==> src/rtl/fcc_pkg.sv <==
package fcc_pkg;

  localparam int CHUNK_BYTES_DEFAULT = 50;
  localparam logic [7:0] PORT_COMMAND_RESET = 8'h01;

  localparam logic [7:0] HEADER_FIRST = 8'h55;
  localparam logic [7:0] HEADER_SECOND = 8'hAA;

  // Chunk offsets with a fixed meaning.
  localparam logic [7:0] OFS_HEADER_FIRST = 8'd0;
  localparam logic [7:0] OFS_HEADER_SECOND = 8'd1;
  localparam logic [7:0] OFS_COMMAND = 8'd2;
  localparam logic [7:0] OFS_LENGTH = 8'd3;
  localparam logic [7:0] OFS_BYTE_FOUR = 8'd4;
  localparam logic [7:0] OFS_BYTE_FIVE = 8'd5;
  localparam logic [7:0] OFS_MAX = 8'd255;

  // Header, command, length and two check bytes around the payload.
  localparam logic [8:0] FRAME_OVERHEAD = 9'd6;
  localparam logic [8:0] FIRST_CHECK_OFS = 9'd4;
  localparam logic [8:0] SECOND_CHECK_OFS = 9'd5;

  typedef enum logic [2:0] {
    PH_IDLE,
    PH_RUN,
    PH_BADHDR,
    PH_OVERSIZE,
    PH_BADCHECK,
    PH_OK
  } phase_t;

  typedef enum logic [2:0] {
    ST_OK = 3'd0,
    ST_BADHDR = 3'd1,
    ST_BADCHECK = 3'd2,
    ST_SHORT = 3'd3,
    ST_OVERSIZE = 3'd4
  } status_t;

  typedef struct packed {
    logic [7:0] data_byte;
    logic chunk_first;
    logic chunk_last;
  } in_beat_t;

  typedef struct packed {
    status_t status;
    logic [7:0] command;
    logic [7:0] payload_length;
    logic port_valid;
    logic [15:0] port;
  } result_t;

endpackage

==> src/rtl/fcc_core.sv <==
module fcc_core #(
  parameter int CHUNK_BYTES = fcc_pkg::CHUNK_BYTES_DEFAULT
) (
  input  logic              clk,
  input  logic              rst,
  input  logic              cfg_we,
  input  logic [7:0]        cfg_wdata,
  input  logic              stage_valid,
  input  fcc_pkg::in_beat_t stage_beat,
  output logic              stage_take,
  output logic              res_valid,
  output fcc_pkg::result_t  res,
  input  logic              res_ready
);

  localparam logic [8:0] CHUNK_LIMIT = 9'(CHUNK_BYTES);

  logic [7:0] port_command;

  fcc_pkg::phase_t phase;
  logic [7:0] sum_low;
  logic [7:0] sum_high;
  logic [7:0] bytes_left;
  logic [7:0] command_held;
  logic [7:0] length_held;
  logic [7:0] byte_four;
  logic [7:0] byte_five;
  logic [7:0] chunk_offset;

  // Values after the start-of-chunk clear and the byte update.
  fcc_pkg::phase_t phase_mid;
  logic [7:0] sum_low_mid;
  logic [7:0] sum_high_mid;
  logic [7:0] bytes_left_mid;
  logic [7:0] command_mid;
  logic [7:0] length_mid;
  logic [7:0] byte_four_mid;
  logic [7:0] byte_five_mid;
  logic [7:0] offset_mid;
  logic       active;

  fcc_pkg::phase_t phase_next;
  logic [7:0] chunk_offset_next;

  logic            emit;
  fcc_pkg::result_t res_next;

  assign stage_take = stage_valid && (!res_valid || res_ready);

  always_ff @(posedge clk) begin
    if (rst) begin
      port_command <= fcc_pkg::PORT_COMMAND_RESET;
    end else if (cfg_we) begin
      port_command <= cfg_wdata;
    end
  end

  always_comb begin
    logic [7:0] b;
    logic [8:0] len_ext;
    logic [8:0] ofs_ext;
    b = stage_beat.data_byte;
    if (stage_beat.chunk_first) begin
      phase_mid = fcc_pkg::PH_RUN;
      sum_low_mid = '0;
      sum_high_mid = '0;
      bytes_left_mid = '0;
      command_mid = '0;
      length_mid = '0;
      byte_four_mid = '0;
      byte_five_mid = '0;
      offset_mid = '0;
    end else begin
      phase_mid = phase;
      sum_low_mid = sum_low;
      sum_high_mid = sum_high;
      bytes_left_mid = bytes_left;
      command_mid = command_held;
      length_mid = length_held;
      byte_four_mid = byte_four;
      byte_five_mid = byte_five;
      offset_mid = chunk_offset;
    end
    active = (phase_mid != fcc_pkg::PH_IDLE);
    len_ext = {1'b0, length_mid};
    ofs_ext = {1'b0, offset_mid};

    if (active) begin
      if (offset_mid == fcc_pkg::OFS_COMMAND) command_mid = b;
      if (offset_mid == fcc_pkg::OFS_LENGTH) length_mid = b;
      if (offset_mid == fcc_pkg::OFS_BYTE_FOUR) byte_four_mid = b;
      if (offset_mid == fcc_pkg::OFS_BYTE_FIVE) byte_five_mid = b;
    end

    if (active && phase_mid == fcc_pkg::PH_RUN) begin
      if (offset_mid == fcc_pkg::OFS_HEADER_FIRST) begin
        if (b != fcc_pkg::HEADER_FIRST) phase_mid = fcc_pkg::PH_BADHDR;
      end else if (offset_mid == fcc_pkg::OFS_HEADER_SECOND) begin
        if (b != fcc_pkg::HEADER_SECOND) phase_mid = fcc_pkg::PH_BADHDR;
      end else if (offset_mid == fcc_pkg::OFS_COMMAND) begin
        sum_low_mid = b;
        sum_high_mid = b;
      end else if (offset_mid == fcc_pkg::OFS_LENGTH) begin
        if ({1'b0, b} + fcc_pkg::FRAME_OVERHEAD > CHUNK_LIMIT) begin
          phase_mid = fcc_pkg::PH_OVERSIZE;
        end else begin
          sum_low_mid = sum_low_mid + b;
          sum_high_mid = sum_high_mid + sum_low_mid;
          bytes_left_mid = b;
        end
      end else if (bytes_left_mid != '0) begin
        sum_low_mid = sum_low_mid + b;
        sum_high_mid = sum_high_mid + sum_low_mid;
        bytes_left_mid = bytes_left_mid - 8'd1;
      end else if (ofs_ext == len_ext + fcc_pkg::FIRST_CHECK_OFS) begin
        if (b != sum_low_mid) phase_mid = fcc_pkg::PH_BADCHECK;
      end else if (ofs_ext == len_ext + fcc_pkg::SECOND_CHECK_OFS) begin
        phase_mid = (b != sum_high_mid) ? fcc_pkg::PH_BADCHECK : fcc_pkg::PH_OK;
      end
    end
  end

  // Next state: a reported chunk returns to idle, otherwise the offset moves on.
  always_comb begin
    phase_next = phase_mid;
    chunk_offset_next = offset_mid;
    if (emit) begin
      phase_next = fcc_pkg::PH_IDLE;
    end else if (active && offset_mid != fcc_pkg::OFS_MAX) begin
      chunk_offset_next = offset_mid + 8'd1;
    end
  end

  // A verdict is held back until chunk byte 5 so that short chunks always win.
  always_comb begin
    logic verdict;
    fcc_pkg::status_t st;
    verdict = active && (phase_mid == fcc_pkg::PH_BADHDR ||
                         phase_mid == fcc_pkg::PH_OVERSIZE ||
                         phase_mid == fcc_pkg::PH_BADCHECK ||
                         phase_mid == fcc_pkg::PH_OK) &&
              (offset_mid >= fcc_pkg::OFS_BYTE_FIVE);
    emit = active && (verdict || stage_beat.chunk_last);
    case (phase_mid)
      fcc_pkg::PH_BADHDR:   st = fcc_pkg::ST_BADHDR;
      fcc_pkg::PH_OVERSIZE: st = fcc_pkg::ST_OVERSIZE;
      fcc_pkg::PH_BADCHECK: st = fcc_pkg::ST_BADCHECK;
      default:              st = fcc_pkg::ST_OK;
    endcase
    if (!verdict) st = fcc_pkg::ST_SHORT;
    res_next.status = st;
    res_next.command = command_mid;
    res_next.payload_length = length_mid;
    res_next.port_valid = (st == fcc_pkg::ST_OK) && (command_mid == port_command);
    res_next.port = res_next.port_valid ? {byte_five_mid, byte_four_mid} : 16'd0;
  end

  always_ff @(posedge clk) begin
    if (rst) begin
      phase <= fcc_pkg::PH_IDLE;
      sum_low <= '0;
      sum_high <= '0;
      bytes_left <= '0;
      command_held <= '0;
      length_held <= '0;
      byte_four <= '0;
      byte_five <= '0;
      chunk_offset <= '0;
    end else if (stage_take) begin
      phase <= phase_next;
      sum_low <= sum_low_mid;
      sum_high <= sum_high_mid;
      bytes_left <= bytes_left_mid;
      command_held <= command_mid;
      length_held <= length_mid;
      byte_four <= byte_four_mid;
      byte_five <= byte_five_mid;
      chunk_offset <= chunk_offset_next;
    end
  end

  always_ff @(posedge clk) begin
    if (rst) begin
      res_valid <= 1'b0;
    end else if (stage_take) begin
      res_valid <= emit;
    end else if (res_ready) begin
      res_valid <= 1'b0;
    end
  end

  always_ff @(posedge clk) begin
    if (stage_take && emit) begin
      res <= res_next;
    end
  end

endmodule

==> config.mk <==
export PLATFORM = sky130hd
export DESIGN_NAME = fcc_core
export DESIGN_NICKNAME = d
export VERILOG_FILES = /design/src/rtl/fcc_pkg.sv /design/src/rtl/fcc_core.sv
export SDC_FILE = /design/constraint.sdc
export NUM_CORES = 1
export LEC_CHECK = 0
export ABC_AREA = 1
export BUFFER_PORTS_ARGS = -buffer_cell sky130_fd_sc_hd__buf_2
export CAP_MARGIN = 30
export CORE_ASPECT_RATIO = 1.2
export CORE_MARGIN = 1
export CORE_UTILIZATION = 37
export CTS_BUF_LIST = sky130_fd_sc_hd__clkbuf_8 sky130_fd_sc_hd__clkbuf_16
export CTS_CLUSTER_DIAMETER = 30
export DETAILED_ROUTE_END_ITERATION = 8
export HOLD_SLACK_MARGIN = 0.06
export SLEW_MARGIN = 10
export SYNTH_ARGS = -nofsm -noshare
export SYNTH_HDL_FRONTEND = slang
export SYNTH_SLANG_ARGS = --single-unit
==> constraint.sdc <==
create_clock -name clk -period 12.8 [get_ports clk]
set_input_delay 1.28 -clock clk [delete_from_list [all_inputs] [get_ports clk]]
set_output_delay 1.28 -clock clk [all_outputs]
set_load 0.005 [all_outputs]
==> results.toml, run 1 <==
[run_status]
outcome = "complete, no violations"

[setup_path]
cpPeakStageDelay_ns = 0.67
cp-start-kind = "primary input"
crit_path_cell_trace = "buf_2, inv_4, nand2_1, nand4_1, nor3_4, inv_2, nand2_2, inv_2, nor2_1, inv_1, o21ai_0, inv_1, o221ai_1, a21oi_1"
cpMaxStageDelayCell = "nor2_1"
crit_type = "in2reg"
r2r_start = "chunk_offset[1]"
crit_arrival_ns = 5.29
critPathBufInv = 6
endpoint_kind = "flip-flop"
critPathMaxFanout = 58
crit_family = "simple AND/OR/NAND/NOR gates"
startpoint = "stage_beat[1]"
worstPathRequired_ns = 13.03

[route]
drt_iter0_drc = 508
ant_nets = 0
vias = 7053
route.detailed.drc = 0
drt-pass1-iter-count = 5
wl_per_cell_um = 15.0
viasPerCell = 5.15
wl_um = 20600

[run]
cap_violations = 0

[global_routing]
grt_use_total_pct = 20.8
grt_pass1_vias = 6675
grt_start_max_net_pins = 69
grt-ovfl-total = 0
grt_first_pass_wirelength_um = 33900
antenna_found_initial = 1

[sta]
finalClockSkew_ns = 0.0113
hold_violations = 0
period_needed_ns = 5.06
rsz0062_at_grt = "false"
setup-violations-final = 0
setup_slack_ns = 7.74
maxSlewHeadroom_pct = 41.8
tightestPinTransition_ns = 0.870
holdWs_ns = 0.467
max_freq_ghz = 0.198
fin_crit_sh_pct = 39.6
slew_viol_final = 0
setup_tns_ns = 0

[power]
power_frac_clock_pct = 36.4
power_switching_mw = 0.242
seqPwrFrac_pct = 47.8
worst_ir_drop_vdd_v = 0.0000821
p_leak_nw = 3.80
pwr-share-comb_pct = 15.9
internal-power_mw = 0.568
switching_share_pct = 29.9
p_per_area_mw_per_mm2 = 98.1

[place]
gp_congestion = 0.916
port_buffers = 60
dp_hpwl_um = 14700
placement.cell_area_mm2 = 0.00795
placed_cells_incl_taps = 1353
dp_slack_ns = 7.43

[cells_and_area]
antenna_cells = 0
syn2layout_area_growth_pct = 11.3
drive_gt1_share_pct = 11.3
multi_input_area_mm2 = 0.00404
finalInstanceArea_mm2 = 0.00826
finalNonFillerCells = 1369
fin_nets = 1152
seq_area_mm2 = 0.00260
nFillCells = 2138

[clocking]
clockRootBuffer = "clkbuf_16"
cts_tree = "built"
cts.path.max_buffers = 2
clk_pin_slew_worst_paths_ns = 0.08
cts_hold_buf = 0
numCtsBuffers = 9
insertion_delay_ns = 0.37
cts_max_level = 3
post_cts_resized = 0
cts_sinks = 112
cts_setup_buffers = 0

[die]
dieArea_mm2 = 0.0206
chipHeight_um = 157
core_area_mm2 = 0.0196
fp.dieW_um = 131
fp-row-count = 56
start_util_pct = 37.8
ioPinCount = 61

[synth]
avgSynthCellArea_um2 = 6.96
ys_types = 50
yosysWarnings = 0
yosysMostFrequentCell = "nand2_1"
yosysTopAreaCell = "dfxtp_1"
syn_nets = 1115
ys_top_cells_by_count = "nand2_1 (234), inv_1 (149), nor2_1 (133)"
yosysTopAreaCellShare_pct = 20.5
async_flop_share_pct = 0
ys_ff_latch = 112
synthCells = 1066
synth-main-ff-cell = "dfxtp_1"
synth_edf_count = 36
ys_seq_area_share_pct = 35.1
syn_area_mm2 = 0.00742
synth_area_leaders = "dfxtp_1 (20%), edfxtp_1 (15%), nand2_1 (12%)"

[hold_path]
min_from = "sum_high[7]"
hp-class = "reg2reg"
## stage by stage
| step | total power, mW | util, % |
|---|---|---|
| 2_1_floorplan | 0.485 | - |
| 3_3_place_gp | 0.520 | 40.3 |
| 3_5_place_dp | 0.524 | 40.5 |
| 4_1_cts | 0.818 | 42.1 |
| 5_1_grt | 0.848 | 42.1 |
| 6_report | 0.810 | 42.1 |
## kinds of logic (layout without fill, tap and decap cells)
logic type | Yosys count | after routing | share of synthesized area [%]
flip-flops | 112 | 112 | 35.1
XOR/XNOR | 31 | 31 | 3.66
adder cells (fa/ha/maj) | 26 | 26 | 4.59
AND/OR/NAND/NOR | 482 | 482 | 28.8
buffers and inverters | 198 | 240 | 10.7
AO/OA/AOI/OAI | 217 | 217 | 17.1
## worst min-delay path: cells and delay by family, from the launching register on
kind / cells / cell delay, ns
compound gates: 1 / 0.05
flops: 1 / 0.31
simple gates: 1 / 0.06
## registers in the layout, indices dropped and copies added (netlist names)
signal	flops
command_held	8
sum_high	8
port_command	8
res	36
length_held	8
res_valid	1
sum_low	8
phase	3
bytes_left	8
chunk_offset	8
byte_five	8
byte_four	8
## power groups by stage
stage	clock [mW]	combinational [mW]	sequential (mW)
6_report	0.295	0.129	0.387
5_1_grt	0.313	0.146	0.389
2_1_floorplan	0	0.0909	0.394
3_5_place_dp	0	0.128	0.395
4_1_cts	0.302	0.129	0.387
3_3_place_gp	0	0.125	0.395
## cell usage in the layout (no fill, tap or decap), types with 23 or more instances in the layout
cell type  netlist  final
nand2_1        234    234
nor2_1         133    132
a21oi_1         68     68
buf_2            3     60
edfxtp_1        36     36
xor2_1          26     26
nand3_1         50     50
dfxtp_1         76     76
ha_1            24     24
o211ai_1        23     23
inv_1          149    150
o21ai_0         77     77
## path summary, 6_finish.rpt
check	end	slack, ns	depth (start not counted)
setup / recovery	sum_low[6]	7.74	14
hold / removal	sum_high[7]	0.47	2
hold reg to reg	sum_high[7]	0.47	2
setup reg to reg	sum_low[6]	9.15	14
## layout make-up
cell class,instances,share of cell area (%)
Multi-Input combinational cell,756,48.9
Sequential cell,112,31.5
Inverter,158,7.21
Timing Repair Buffer,66,4.67
Tap cell,261,3.95
Clock buffer,10,3.03
Clock inverter,6,0.697
## layer usage
metal  track usage [%]  part of all wire (%)  up-vias
li1                  -                     -     3581
met4              13.8                   5.7        2
met2              35.6                    48      176
met3              2.74                   3.9       64
met5                 0                 0.063        -
met1              24.7                    43     3230
(Power assumes the default switching activity.)
==> run 2, diff against run 1 <==
==> constraint.sdc (replaced) <==
create_clock -name clk -period 5.2 [get_ports clk]
set_input_delay 0.52 -clock clk [delete_from_list [all_inputs] [get_ports clk]]
set_output_delay 0.52 -clock clk [all_outputs]
set_load 0.005 [all_outputs]
==> run 2 against run 1 <==
Setup slack worse by 6.3 ns; final cell count up 0.51%; design area up 0.56%; routed wire length up 1.1%; via count up 1.2%; highest routed layer is now met4.
==> results.toml, run 2 (synthesized netlist as in run 1, its figures left out) <==
[run_status]
outcome = "complete, no violations"

[route]
wl_um = 20800
drt-pass1-iter-count = 5
vias = 7141
wl_per_cell_um = 15.1
viasPerCell = 5.19
drt_iter0_drc = 520
route.detailed.drc = 0
ant_nets = 0

[die]
core_area_mm2 = 0.0196
chipHeight_um = 157
dieArea_mm2 = 0.0206
ioPinCount = 61
fp-row-count = 56
start_util_pct = 37.8
fp.dieW_um = 131

[sta]
maxSlewHeadroom_pct = 48.4
fin_crit_sh_pct = 72.8
setup_slack_ns = 1.42
setup-violations-final = 0
rsz0062_at_grt = "false"
hold_violations = 0
tightestPinTransition_ns = 0.773
slew_viol_final = 0
holdWs_ns = 0.349
period_needed_ns = 3.78
max_freq_ghz = 0.264
finalClockSkew_ns = 0.00671
setup_tns_ns = 0

[clocking]
clk_pin_slew_worst_paths_ns = 0.08
cts_max_level = 3
cts_sinks = 112
cts_setup_buffers = 0
cts_hold_buf = 0
clockRootBuffer = "clkbuf_16"
post_cts_resized = 0
cts_tree = "built"
insertion_delay_ns = 0.37
cts.path.max_buffers = 2
numCtsBuffers = 9

[cells_and_area]
top_register = "res"
syn2layout_area_growth_pct = 11.9
multi_input_area_mm2 = 0.00404
finalNonFillerCells = 1376
fin_nets = 1159
nFillCells = 2113
final_cell_mix = "nand2_1 (234), inv_1 (149), nor2_1 (132), o21ai_0 (77), dfxtp_1 (76)"
drive_gt1_share_pct = 11.9
antenna_cells = 0
largest_reg_flops = 36
seq_area_mm2 = 0.00260
mostFrequentLayoutCell = "nand2_1"

[run]
cap_violations = 0

[place]
gp_congestion = 0.913
port_buffers = 60
placed_cells_incl_taps = 1360
dp_slack_ns = 1.03
dp_hpwl_um = 15000

[global_routing]
grt_use_total_pct = 20.7
grt_start_max_net_pins = 59
grtUsageMet1_pct = 24.3
grt_first_pass_wirelength_um = 33700
grt_pass1_vias = 6719
busiest_layer = "met2"
use_met3_pct = 2.06
grt-ovfl-total = 0
antenna_found_initial = 0
met2_usage_pct = 36.7

[setup_path]
cp-start-kind = "primary input"
crit_type = "in2reg"
worstPathRequired_ns = 5.25
endpoint_kind = "flip-flop"
critPathMaxFanout = 46
r2r_slack_ns = 1.90
crit_arrival_ns = 3.83

[hold_path]
hp-class = "in2reg"

[power]
switching_share_pct = 29.5
power_frac_clock_pct = 37.4
seqPwrFrac_pct = 46.8
p_leak_nw = 3.83
worst_ir_drop_vdd_v = 0.000153
internal-power_mw = 1.43
pwr-share-comb_pct = 15.8
p_per_area_mw_per_mm2 = 245
power_switching_mw = 0.601
## run 2: cell count changes in the layout (fill, tap and decap cells not counted)
cell and delta:
clkinvlp_4 +1, bufinv_16 +1, buf_4 +8, clkbuf_16 -1
buf_16 -1, clkinv_4 -1, clkbuf_8 +1, inv_1 -1
## run 2: worst paths after layout
| kind | to | start | cells after the start |
|---|---|---|---|
| worst min-delay path | port_command[0] | cfg_wdata[0] | 3 |
| worst max-delay path | res[11] | stage_beat[1] | 18 |
| worst min register to register | sum_high[2] | sum_high[2] | 2 |
| worst max register to register | res[11] | length_held[3] | 21 |
## run 2: power groups by stage
stage / Sequential (mW) / Combinational (mW) / Clock [mW]
2_1_floorplan: 0.970 / 0.224 / 0
3_3_place_gp: 0.973 / 0.316 / 0
3_5_place_dp: 0.973 / 0.320 / 0
4_1_cts: 0.953 / 0.322 / 0.780
5_1_grt: 0.957 / 0.366 / 0.804
6_report: 0.953 / 0.322 / 0.761
## run 2: layer usage
metal	part of all wire [%]	vias to the layer above
met3	3.0	50
met5	0	-
li1	-	3593
met1	44	3320
met2	48	178
met4	4.6	0
## run 2: cell type report
| cell class | count | area share (%) |
|---|---|---|
| clock inverter | 6 | 0.994 |
| tap | 261 | 3.93 |
| sequential | 112 | 31.3 |
| clock buffer | 10 | 2.88 |
| timing repair buffer | 73 | 5.03 |
| inverter | 158 | 7.17 |
| multi-input combinational | 756 | 48.7 |
## run 2: per-stage QoR
| stage | power, mW | utilization, % | area [um2] |
|---|---|---|---|
| detailed placement | 1.29 | 40.7 | 7990 |
| CTS | 2.05 | 42.3 | 8310 |
| global placement | 1.29 | 40.6 | 7960 |
| finish | 2.04 | 42.3 | 8310 |
| global route | 2.13 | 42.3 | 8310 |
| floorplan | 1.19 | - | 7420 |
## run 2: worst max-delay path, cell delays in order
cell and delay, ns:
buf_2 0.47, inv_4 0.37, nand2_1 0.29, nand4_1 0.33, nor3_4 0.35, inv_2 0.16, nand2_2 0.11, nor2_1 0.05
nand3_1 0.09, nand2_1 0.09, clkinv_1 0.07, nand2_1 0.08, nand2_1 0.08, nand2_2 0.09, nand2_2 0.11, nand2_2 0.12
nor2_4 0.11, buf_4 0.32
